**config.mk**
```make
export PLATFORM = sky130hd
export DESIGN_NAME = msb_first_bit_packer_core
export DESIGN_NICKNAME = d
export VERILOG_FILES = /design/src/mbp_pkg.sv /design/src/mbp_front.sv /design/src/mbp_queue.sv /design/src/mbp_back.sv /design/src/msb_first_bit_packer_core.sv
export SDC_FILE = /design/constraint.sdc
export NUM_CORES = 1
export LEC_CHECK = 0
export BUFFER_PORTS_ARGS = -buffer_cell sky130_fd_sc_hd__buf_4
export CORE_MARGIN = 10
export CORE_UTILIZATION = 63
export DETAILED_ROUTE_END_ITERATION = 16
export PLACE_DENSITY = 0.87
export SETUP_SLACK_MARGIN = 0.3
export SKIP_CTS_REPAIR_TIMING = 1
export SLEW_MARGIN = 20
export SYNTH_ARGS = -nofsm -noshare
export SYNTH_HDL_FRONTEND = slang
export SYNTH_HIERARCHICAL = 1
export SYNTH_SLANG_ARGS = --single-unit
```
**constraint.sdc**
```tcl
create_clock -name clock -period 9.4 [get_ports clock]
set_input_delay 0.47 -clock clock [delete_from_list [all_inputs] [get_ports clock]]
set_output_delay 0.47 -clock clock [all_outputs]
set_load 0.02 [all_outputs]
```
**src/mbp_pkg.sv**
```systemverilog
// Shared constants and types of the MSB-first bit packer.
// Used by the front, queue, back and top modules; no dependencies.
`default_nettype none

package mbp_pkg;

   localparam logic OP_PUSH  = 1'b0;
   localparam logic OP_FLUSH = 1'b1;

   localparam int DEF_MAX_FIELD_BITS = 32;
   localparam int DEF_COUNT_BITS     = 32;

   localparam int VALUE_BITS      = 32;
   localparam int WIDTH_BITS      = 6;
   localparam int BYTE_BITS       = 8;
   localparam int BITS_FIELD_BITS = 4;
   localparam int TOTAL_OUT_BITS  = 32;
   localparam int PEND_BITS       = 7;
   localparam int PCNT_BITS       = 3;
   localparam int NBYTES_BITS     = 3;

   localparam int QUEUE_DEPTH = 2;

   typedef struct packed {
      logic                   flush;
      logic [NBYTES_BITS-1:0] nbytes;
      logic [PCNT_BITS-1:0]   pend_count;
   } job_ctl_type;

endpackage

`default_nettype wire

```
**src/mbp_front.sv**
```systemverilog
// Front of the bit packer: accepts items, merges fields with pending bits,
// and posts byte jobs to the queue. Depends on mbp_pkg.
`default_nettype none

module mbp_front #(
   parameter int FIELD_LIMIT = 32,
   parameter int DATA_BITS   = 32,
   parameter int COUNT_BITS  = 32
) (
   input  wire                             clock,
   input  wire                             reset,
   input  wire                             req_valid,
   output logic                            req_ready,
   input  wire                             req_opcode,
   input  wire [mbp_pkg::VALUE_BITS-1:0]   req_field_value,
   input  wire [mbp_pkg::WIDTH_BITS-1:0]   req_field_width,
   input  wire                             q_full,
   output logic                            job_write,
   output mbp_pkg::job_ctl_type            job_ctl,
   output logic [DATA_BITS-1:0]            job_data,
   output logic [COUNT_BITS-1:0]           job_start
);
   import mbp_pkg::*;

   localparam int ACC_BITS = FIELD_LIMIT + PEND_BITS;

   logic [PEND_BITS-1:0]  pend_ff, pend_in;
   logic [PCNT_BITS-1:0]  pcnt_ff, pcnt_in;
   logic [COUNT_BITS-1:0] total_ff, total_in;

   logic                  accept;
   logic                  is_flush;
   logic [WIDTH_BITS-1:0] w_sat;
   logic [VALUE_BITS-1:0] masked;
   logic [ACC_BITS-1:0]   acc;
   logic [ACC_BITS-1:0]   aligned;
   logic [WIDTH_BITS-1:0] cnt;
   logic [BYTE_BITS-1:0]  fbyte;

   assign req_ready = !q_full;
   assign accept    = req_valid && req_ready;
   assign is_flush  = (req_opcode == OP_FLUSH);

   assign w_sat   = (req_field_width > WIDTH_BITS'(FIELD_LIMIT)) ?
                    WIDTH_BITS'(FIELD_LIMIT) : req_field_width;
   assign masked  = req_field_value & ~({VALUE_BITS{1'b1}} << w_sat);
   assign acc     = (ACC_BITS'(pend_ff) << w_sat) | ACC_BITS'(masked);
   assign cnt     = WIDTH_BITS'(pcnt_ff) + w_sat;
   assign aligned = acc << (WIDTH_BITS'(ACC_BITS) - cnt);
   assign fbyte   = BYTE_BITS'({1'b0, pend_ff} << (4'd8 - {1'b0, pcnt_ff}));

   always_comb begin
      job_ctl.flush      = is_flush;
      job_ctl.nbytes     = is_flush ? NBYTES_BITS'(1) : cnt[WIDTH_BITS-1:PCNT_BITS];
      job_ctl.pend_count = pcnt_ff;
      job_data  = is_flush ? (DATA_BITS'(fbyte) << (DATA_BITS - BYTE_BITS))
                           : aligned[ACC_BITS-1 -: DATA_BITS];
      job_start = is_flush ? total_ff : total_ff - COUNT_BITS'(pcnt_ff);
      job_write = accept && (is_flush || (cnt[WIDTH_BITS-1:PCNT_BITS] != '0));
   end

   always_comb begin
      pend_in  = pend_ff;
      pcnt_in  = pcnt_ff;
      total_in = total_ff;
      if (accept) begin
         if (is_flush) begin
            pend_in  = '0;
            pcnt_in  = '0;
            total_in = '0;
         end else begin
            pend_in  = acc[PEND_BITS-1:0] & ~({PEND_BITS{1'b1}} << cnt[PCNT_BITS-1:0]);
            pcnt_in  = cnt[PCNT_BITS-1:0];
            total_in = total_ff + COUNT_BITS'(w_sat);
         end
      end
   end

   always_ff @(posedge clock) begin
      if (reset) begin
         pend_ff  <= '0;
         pcnt_ff  <= '0;
         total_ff <= '0;
      end else begin
         pend_ff  <= pend_in;
         pcnt_ff  <= pcnt_in;
         total_ff <= total_in;
      end
   end

endmodule

`default_nettype wire

```
**src/mbp_queue.sv**
```systemverilog
// Short job queue between the front and back of the bit packer.
// Depth is a power of two from mbp_pkg; depends on mbp_pkg.
`default_nettype none

module mbp_queue #(
   parameter int ENTRY_BITS = 48
) (
   input  wire                   clock,
   input  wire                   reset,
   input  wire                   wr_en,
   input  wire  [ENTRY_BITS-1:0] wr_data,
   output logic                  full,
   input  wire                   rd_en,
   output logic [ENTRY_BITS-1:0] rd_data,
   output logic                  not_empty
);
   import mbp_pkg::*;

   localparam int PTR_BITS = (QUEUE_DEPTH > 1) ? $clog2(QUEUE_DEPTH) : 1;
   localparam int CNT_BITS = $clog2(QUEUE_DEPTH + 1);

   logic [ENTRY_BITS-1:0] slot_ff [QUEUE_DEPTH];
   logic [PTR_BITS-1:0]   wptr_ff, wptr_in;
   logic [PTR_BITS-1:0]   rptr_ff, rptr_in;
   logic [CNT_BITS-1:0]   count_ff, count_in;
   logic                  do_wr, do_rd;

   assign full      = (count_ff == CNT_BITS'(QUEUE_DEPTH));
   assign not_empty = (count_ff != '0);
   assign rd_data   = slot_ff[rptr_ff];
   assign do_wr     = wr_en && !full;
   assign do_rd     = rd_en && not_empty;

   always_comb begin
      wptr_in  = do_wr ? wptr_ff + PTR_BITS'(1) : wptr_ff;
      rptr_in  = do_rd ? rptr_ff + PTR_BITS'(1) : rptr_ff;
      count_in = count_ff + CNT_BITS'(do_wr) - CNT_BITS'(do_rd);
   end

   always_ff @(posedge clock) begin
      if (do_wr) begin
         slot_ff[wptr_ff] <= wr_data;
      end
   end

   always_ff @(posedge clock) begin
      if (reset) begin
         wptr_ff  <= '0;
         rptr_ff  <= '0;
         count_ff <= '0;
      end else begin
         wptr_ff  <= wptr_in;
         rptr_ff  <= rptr_in;
         count_ff <= count_in;
      end
   end

endmodule

`default_nettype wire

```
**src/mbp_back.sv**
```systemverilog
// Back of the bit packer: takes jobs from the queue and sends their bytes,
// one result item per cycle while rsp_ready is high, from registered outputs. Depends on mbp_pkg.
`default_nettype none

module mbp_back #(
   parameter int DATA_BITS  = 32,
   parameter int COUNT_BITS = 32
) (
   input  wire                                  clock,
   input  wire                                  reset,
   input  wire                                  job_valid,
   output logic                                 job_pop,
   input  wire  mbp_pkg::job_ctl_type           job_ctl,
   input  wire  [DATA_BITS-1:0]                 job_data,
   input  wire  [COUNT_BITS-1:0]                job_start,
   output logic                                 rsp_valid,
   input  wire                                  rsp_ready,
   output logic [mbp_pkg::BYTE_BITS-1:0]        rsp_out_byte,
   output logic [mbp_pkg::BITS_FIELD_BITS-1:0]  rsp_byte_bits,
   output logic                                 rsp_run_last,
   output logic                                 rsp_buffer_end,
   output logic [mbp_pkg::TOTAL_OUT_BITS-1:0]   rsp_total_bits
);
   import mbp_pkg::*;

   logic                   valid_ff, valid_in;
   logic [NBYTES_BITS-1:0] left_ff, left_in;
   logic                   flush_ff, flush_in;
   logic [PCNT_BITS-1:0]   pcnt_ff, pcnt_in;
   logic [DATA_BITS-1:0]   shift_ff, shift_in;
   logic [COUNT_BITS-1:0]  total_ff, total_in;
   logic                   last_beat;
   logic                   beat;

   assign last_beat = (left_ff == NBYTES_BITS'(1));
   assign beat      = valid_ff && rsp_ready;
   assign job_pop   = job_valid && (!valid_ff || (rsp_ready && last_beat));

   always_comb begin
      valid_in = valid_ff;
      left_in  = left_ff;
      flush_in = flush_ff;
      pcnt_in  = pcnt_ff;
      shift_in = shift_ff;
      total_in = total_ff;
      if (job_pop) begin
         valid_in = 1'b1;
         left_in  = job_ctl.nbytes;
         flush_in = job_ctl.flush;
         pcnt_in  = job_ctl.pend_count;
         shift_in = job_data;
         total_in = job_ctl.flush ? job_start : job_start + COUNT_BITS'(BYTE_BITS);
      end else if (beat) begin
         if (last_beat) begin
            valid_in = 1'b0;
         end else begin
            left_in  = left_ff - NBYTES_BITS'(1);
            shift_in = shift_ff << BYTE_BITS;
            total_in = total_ff + COUNT_BITS'(BYTE_BITS);
         end
      end
   end

   always_ff @(posedge clock) begin
      if (reset) begin
         valid_ff <= 1'b0;
         left_ff  <= '0;
         flush_ff <= 1'b0;
      end else begin
         valid_ff <= valid_in;
         left_ff  <= left_in;
         flush_ff <= flush_in;
      end
   end

   always_ff @(posedge clock) begin
      pcnt_ff  <= pcnt_in;
      shift_ff <= shift_in;
      total_ff <= total_in;
   end

   assign rsp_valid      = valid_ff;
   assign rsp_out_byte   = shift_ff[DATA_BITS-1 -: BYTE_BITS];
   assign rsp_byte_bits  = flush_ff ? BITS_FIELD_BITS'(pcnt_ff) : BITS_FIELD_BITS'(BYTE_BITS);
   assign rsp_run_last   = last_beat;
   assign rsp_buffer_end = flush_ff;
   assign rsp_total_bits = TOTAL_OUT_BITS'(total_ff);

endmodule

`default_nettype wire

```
**src/msb_first_bit_packer_core.sv**
```systemverilog
// Top level of the MSB-first bit packer: front, job queue and back.
// Depends on mbp_pkg, mbp_front, mbp_queue and mbp_back.
//
//   channel | direction | handshake             | payload
//   req_    | in        | req_valid/req_ready   | opcode, field_value, field_width
//   rsp_    | out       | rsp_valid/rsp_ready   | out_byte, byte_bits, run_last,
//           |           |                       | buffer_end, total_bits
//
// The front takes one item per cycle while the two-entry job queue has room.
// The back sends one result item per cycle while rsp_ready is high, so a push
// gives 1 to 4 items (one per completed byte) and a flush gives one; the output
// port sets the sustained rate. A push that completes no byte posts no job.
// Reset clears pending bits, the bit total, the queue and rsp_valid.
// A stalled output fills the queue, after which req_ready drops.
`default_nettype none

module msb_first_bit_packer_core #(
   parameter int MAX_FIELD_BITS = mbp_pkg::DEF_MAX_FIELD_BITS,
   parameter int COUNT_BITS     = mbp_pkg::DEF_COUNT_BITS
) (
   input  wire                                  clock,
   input  wire                                  reset,
   input  wire                                  req_valid,
   output logic                                 req_ready,
   input  wire                                  req_opcode,
   input  wire  [mbp_pkg::VALUE_BITS-1:0]       req_field_value,
   input  wire  [mbp_pkg::WIDTH_BITS-1:0]       req_field_width,
   output logic                                 rsp_valid,
   input  wire                                  rsp_ready,
   output logic [mbp_pkg::BYTE_BITS-1:0]        rsp_out_byte,
   output logic [mbp_pkg::BITS_FIELD_BITS-1:0]  rsp_byte_bits,
   output logic                                 rsp_run_last,
   output logic                                 rsp_buffer_end,
   output logic [mbp_pkg::TOTAL_OUT_BITS-1:0]   rsp_total_bits
);
   import mbp_pkg::*;

   localparam int FIELD_LIMIT = (MAX_FIELD_BITS < VALUE_BITS) ? MAX_FIELD_BITS : VALUE_BITS;
   localparam int DATA_BITS   = ((FIELD_LIMIT + PEND_BITS) / BYTE_BITS) * BYTE_BITS;
   localparam int CTL_BITS    = $bits(job_ctl_type);
   localparam int ENTRY_BITS  = CTL_BITS + DATA_BITS + COUNT_BITS;

   logic                  q_full;
   logic                  q_write;
   job_ctl_type           wr_ctl;
   logic [DATA_BITS-1:0]  wr_data;
   logic [COUNT_BITS-1:0] wr_start;
   logic [ENTRY_BITS-1:0] q_wr_entry;
   logic [ENTRY_BITS-1:0] q_rd_entry;
   logic                  q_not_empty;
   logic                  q_pop;
   job_ctl_type           rd_ctl;
   logic [DATA_BITS-1:0]  rd_data;
   logic [COUNT_BITS-1:0] rd_start;

   mbp_front #(
      .FIELD_LIMIT (FIELD_LIMIT),
      .DATA_BITS   (DATA_BITS),
      .COUNT_BITS  (COUNT_BITS)
   ) u_front (
      .clock           (clock),
      .reset           (reset),
      .req_valid       (req_valid),
      .req_ready       (req_ready),
      .req_opcode      (req_opcode),
      .req_field_value (req_field_value),
      .req_field_width (req_field_width),
      .q_full          (q_full),
      .job_write       (q_write),
      .job_ctl         (wr_ctl),
      .job_data        (wr_data),
      .job_start       (wr_start)
   );

   assign q_wr_entry = {wr_ctl, wr_data, wr_start};

   mbp_queue #(
      .ENTRY_BITS (ENTRY_BITS)
   ) u_queue (
      .clock     (clock),
      .reset     (reset),
      .wr_en     (q_write),
      .wr_data   (q_wr_entry),
      .full      (q_full),
      .rd_en     (q_pop),
      .rd_data   (q_rd_entry),
      .not_empty (q_not_empty)
   );

   assign rd_ctl   = q_rd_entry[ENTRY_BITS-1 -: CTL_BITS];
   assign rd_data  = q_rd_entry[DATA_BITS+COUNT_BITS-1 -: DATA_BITS];
   assign rd_start = q_rd_entry[COUNT_BITS-1:0];

   mbp_back #(
      .DATA_BITS  (DATA_BITS),
      .COUNT_BITS (COUNT_BITS)
   ) u_back (
      .clock          (clock),
      .reset          (reset),
      .job_valid      (q_not_empty),
      .job_pop        (q_pop),
      .job_ctl        (rd_ctl),
      .job_data       (rd_data),
      .job_start      (rd_start),
      .rsp_valid      (rsp_valid),
      .rsp_ready      (rsp_ready),
      .rsp_out_byte   (rsp_out_byte),
      .rsp_byte_bits  (rsp_byte_bits),
      .rsp_run_last   (rsp_run_last),
      .rsp_buffer_end (rsp_buffer_end),
      .rsp_total_bits (rsp_total_bits)
   );

`ifndef NO_ASSERTIONS
   a_end_is_last: assert property (@(posedge clock) disable iff (reset)
      rsp_valid && rsp_buffer_end |-> rsp_run_last)
      else $error("buffer end item not marked as last of its run");

   a_push_full_byte: assert property (@(posedge clock) disable iff (reset)
      rsp_valid && !rsp_buffer_end |-> rsp_byte_bits == BITS_FIELD_BITS'(BYTE_BITS))
      else $error("push result item without a full byte");

   a_run_advances: assert property (@(posedge clock) disable iff (reset)
      rsp_valid && rsp_ready && !rsp_run_last |=>
         rsp_valid && !rsp_buffer_end &&
         (rsp_total_bits[7:0] == $past(rsp_total_bits[7:0]) + 8'd8))
      else $error("run broken or bit total not advanced by one byte");
`endif

endmodule

`default_nettype wire
```
==> metrics.log <==
[metrics] largest fanout on the critical path: 52
[metrics] Iteration-0 DRC Markers: ~2200
[metrics] TritonCTS clock tree: yes
[metrics] r2r setup slk: approximately 5 ns
[metrics] number of buffers on the longest clock path: 3
[metrics] area after detailed placement: between 15000 and 20000 sq um
[metrics] source of the worst register-to-register timing path: u_front/pcnt_ff[1]
[metrics] async set or reset register ratio after synthesis: 0%
[metrics] Hold Path Class: in -> reg
[metrics] count of mapped cells out of synthesis: 1681
[metrics] first-pass GRT wire length: about 80000 um
[metrics] cell area after layout: 18600 sq um
[metrics] number of nets produced by synthesis: ~1700
[metrics] max-capacitance violation count: 0
[metrics] power density over the cells: 264 nW/um^2
[metrics] number of global-route vias before repair: between 10000 and 15000
[metrics] input/output buffers: 90
[metrics] slew at the pin closest to its max-slew limit: 1.21 ns
[metrics] Max VDD drop: between 0.00015 and 0.0002 V
[metrics] end of the critical path: u_queue/slot_ff[0][57]
[metrics] Starting Density: 63.6%
[metrics] number of placed I/O pins: 91
[metrics] category of the most critical setup path: in -> reg
[metrics] Worst Skew: 0.0447 ns
[metrics] minimum clock period: 5.60 ns
[metrics] clock latency on the worst-skew pair: between 0.5 and 0.6 ns
[metrics] crit start category: primary input
[metrics] Routed WL per cell: ~26 um
[metrics] global-route total usage across every layer: around 30%
[metrics] top flip-flop cell by instance count after synthesis: edfxtp_1
[metrics] cell type with the highest aggregate area in the netlist: edfxtp_1
[metrics] share of layout cells above drive strength 1: about 19%
[metrics] dpl hpwl: 36900 um
[metrics] critical path required time: about 9.6 ns
[metrics] pin count of the biggest net entering global routing: 87
[metrics] Avg Synthesized Cell Area: 10.1 sq um
[metrics] setup repair after global routing missed its margin: false
[metrics] arrival time at the worst endpoint: between 5 and 6 ns
[metrics] clk sinks: around 260
[metrics] placement row count: 60
[metrics] routability cong.: 1.06
[metrics] routed vias: ~14000
[metrics] Yosys warnings: 6
[metrics] Layout Area Growth over Synthesis: 8.96%
[metrics] final-report hold violation count: 0
[metrics] cell area after technology mapping: 17000 sq um
[metrics] count of nets left with antenna violations after detail routing: 0
[metrics] total grt overflow: 0
[metrics] number of vias per cell after detailed routing: 7.04
[metrics] number of enable flip-flop cells after synthesis: 209
[metrics] distinct cell type count of the synthesized netlist: 110
[metrics] top cells by area, synth: edfxtp_1, mux2_2, dfxtp_1, nor2_1, xnor2_1
[metrics] height of the chip: roughly 180 um
[metrics] initial antenna violation count: 0
[metrics] number of buffers inserted during clock tree synthesis: 26
[metrics] share of Yosys cell area claimed by the top area cell type: a little under two fifths
[metrics] final worst-path cycle share: roughly 60%
[metrics] part of the Yosys area used for sequential elements: between 40% and 50%
[metrics] outcome: completed
[metrics] floorplan die area: around 34000 sq um
[metrics] endpoint type of the worst setup path: flip-flop
[metrics] net count of the finished layout: 1754
[metrics] Slew headroom: 19.2%
[metrics] Clock Root Buffer: clkbuf_16
[metrics] commonest cells after routing, fill and taps aside: edfxtp_1, nor2_1, nand2_1
[metrics] cell depth of the worst flop-to-flop path: 13
[metrics] Hold WS: 0.301 ns
[metrics] total DRC errors in the routed layout: 0
[metrics] Die X: about 180 um
[metrics] total routed wirelength: about 52000 um
[metrics] first element of the critical path: req_field_width[5]
[metrics] detailed-routing iteration count for the pre-antenna-repair pass: 6
[metrics] max frequency: 0.178 GHz
[metrics] worst reg2reg path endpoint: u_queue/slot_ff[0][57]
[metrics] H-tree levels: 1
[metrics] flop and latch count out of synthesis: between 200 and 300
[metrics] antenna fix cells: 0
[metrics] Setup TNS: 0 ns
[metrics] clock slew seen by the registers of the worst setup and hold paths: about 0.070 ns
[metrics] commonest non-fill, non-tap cell in the layout: edfxtp_1
[metrics] core box area: around 27000 sq um
[metrics] number of setup violations in the final report: 0
[metrics] total count of max-transition violations in the final report: 0
[metrics] Pleak: 6.66 nW
-- routing by layer --
layer	vias up	global-route usage, %	wire, um
li1	6355	-	-
met4	0	10.6	1920
met3	130	4.61	5330
met2	992	46.6	23700
met1	6937	41.5	21500
met5	-	0	0
-- layout make-up --
type / count / area (sq um)
multi-input combinational: 1243 / 8930
fill: 1949 / 8230
sequential: 261 / 7320
timing repair buffer: 107 / 803
clock buffer: 35 / 734
tap: 341 / 427
inverter: 48 / 180
clock inverter: 13 / 179
-- how the worst min path moves through the flow --
stage | depth (start not counted) | startpoint | end
2_1_floorplan | 2 | u_queue/wptr_ff | u_queue/wptr_ff
3_3_place_gp | 2 | u_queue/wptr_ff | u_queue/wptr_ff
3_5_place_dp | 2 | u_queue/wptr_ff | u_queue/wptr_ff
4_1_cts | 2 | reset | u_front/pcnt_ff[0]
5_1_grt | 2 | reset | u_front/total_ff[3]
6_report | 3 | rsp_ready | u_back/left_ff[0]
-- critical path, stage by stage --
cell,delay (ns)
buf_4,0.43
nand2b_1,0.60
clkinv_1,0.51
ha_1,0.52
a21oi_1,0.31
xnor2_2,0.15
buf_4,0.32
inv_1,0.10
ha_1,0.22
ha_1,0.18
a21oi_1,0.29
inv_1,0.12
or3_1,0.42
inv_2,0.73
buf_4,0.39
-- cells in the mapped netlist (10+ instances only) --
cell / n
edfxtp_1: 209
nor2_1: 134
nand2_1: 114
mux2_2: 111
a21oi_1: 74
clkbuf_1: 67
o21ai_0: 66
nand3_1: 58
xnor2_1: 57
xor2_1: 56
dfxtp_1: 52
nor3_1: 46
inv_1: 45
mux2i_1: 40
and2_1: 30
buf_2: 24
o211ai_1: 22
a31oi_1: 21
and3_1: 21
ha_1: 21
buf_4: 19
nand4_1: 18
a22oi_1: 15
nor4_1: 15
o22ai_1: 14
a21o_1: 13
nor2b_1: 13
a32oi_1: 12
o21a_1: 10
or3_1: 10
-- registers in the layout (all words and copies together) (netlist names), 2 cells and up, named ones only --
name                   cells
u_queue/count_ff           2
u_front/pend_ff            7
u_back/pcnt_ff             3
u_back/left_ff             3
u_back/rsp_total_bits     32
u_front/pcnt_ff            3
u_front/total_ff          32
u_back/shift_ff           32
u_queue/slot_ff          142
-- stage by stage --
step	total power [mW]	instances	setup slack, ns	util, %
floorplan	3.19	1681	4.03	-
global placement	3.65	2000	3.62	65.8
detailed placement	3.74	2000	3.39	65.8
CTS	4.88	2048	3.81	69.2
global route	5.11	2048	3.43	69.3
finish	4.90	2048	3.80	69.3
-- where the power goes --
part / total (mW) / internal, mW / switching [mW]
registers: 1.91 / 1.73 / 0.180
clock network: 1.09 / 0.659 / 0.434
logic: 1.90 / 0.721 / 1.18
-- logic make-up (layout without fill, tap and decap cells) --
| logic type | after synthesis | after routing | share of synthesized area [%] |
|---|---|---|---|
| buffers and inverters | 177 | 203 | 4.97 |
| multiplexers | 156 | 156 | 10.3 |
| flip-flops | 261 | 261 | 42.9 |
| XOR/XNOR | 113 | 113 | 5.81 |
| adder cells (fa/ha/maj) | 24 | 24 | 1.89 |
| AND/OR/NAND/NOR | 554 | 554 | 17.8 |
| AO/OA/AOI/OAI | 396 | 396 | 16.3 |
(Power assumes the default switching activity.)
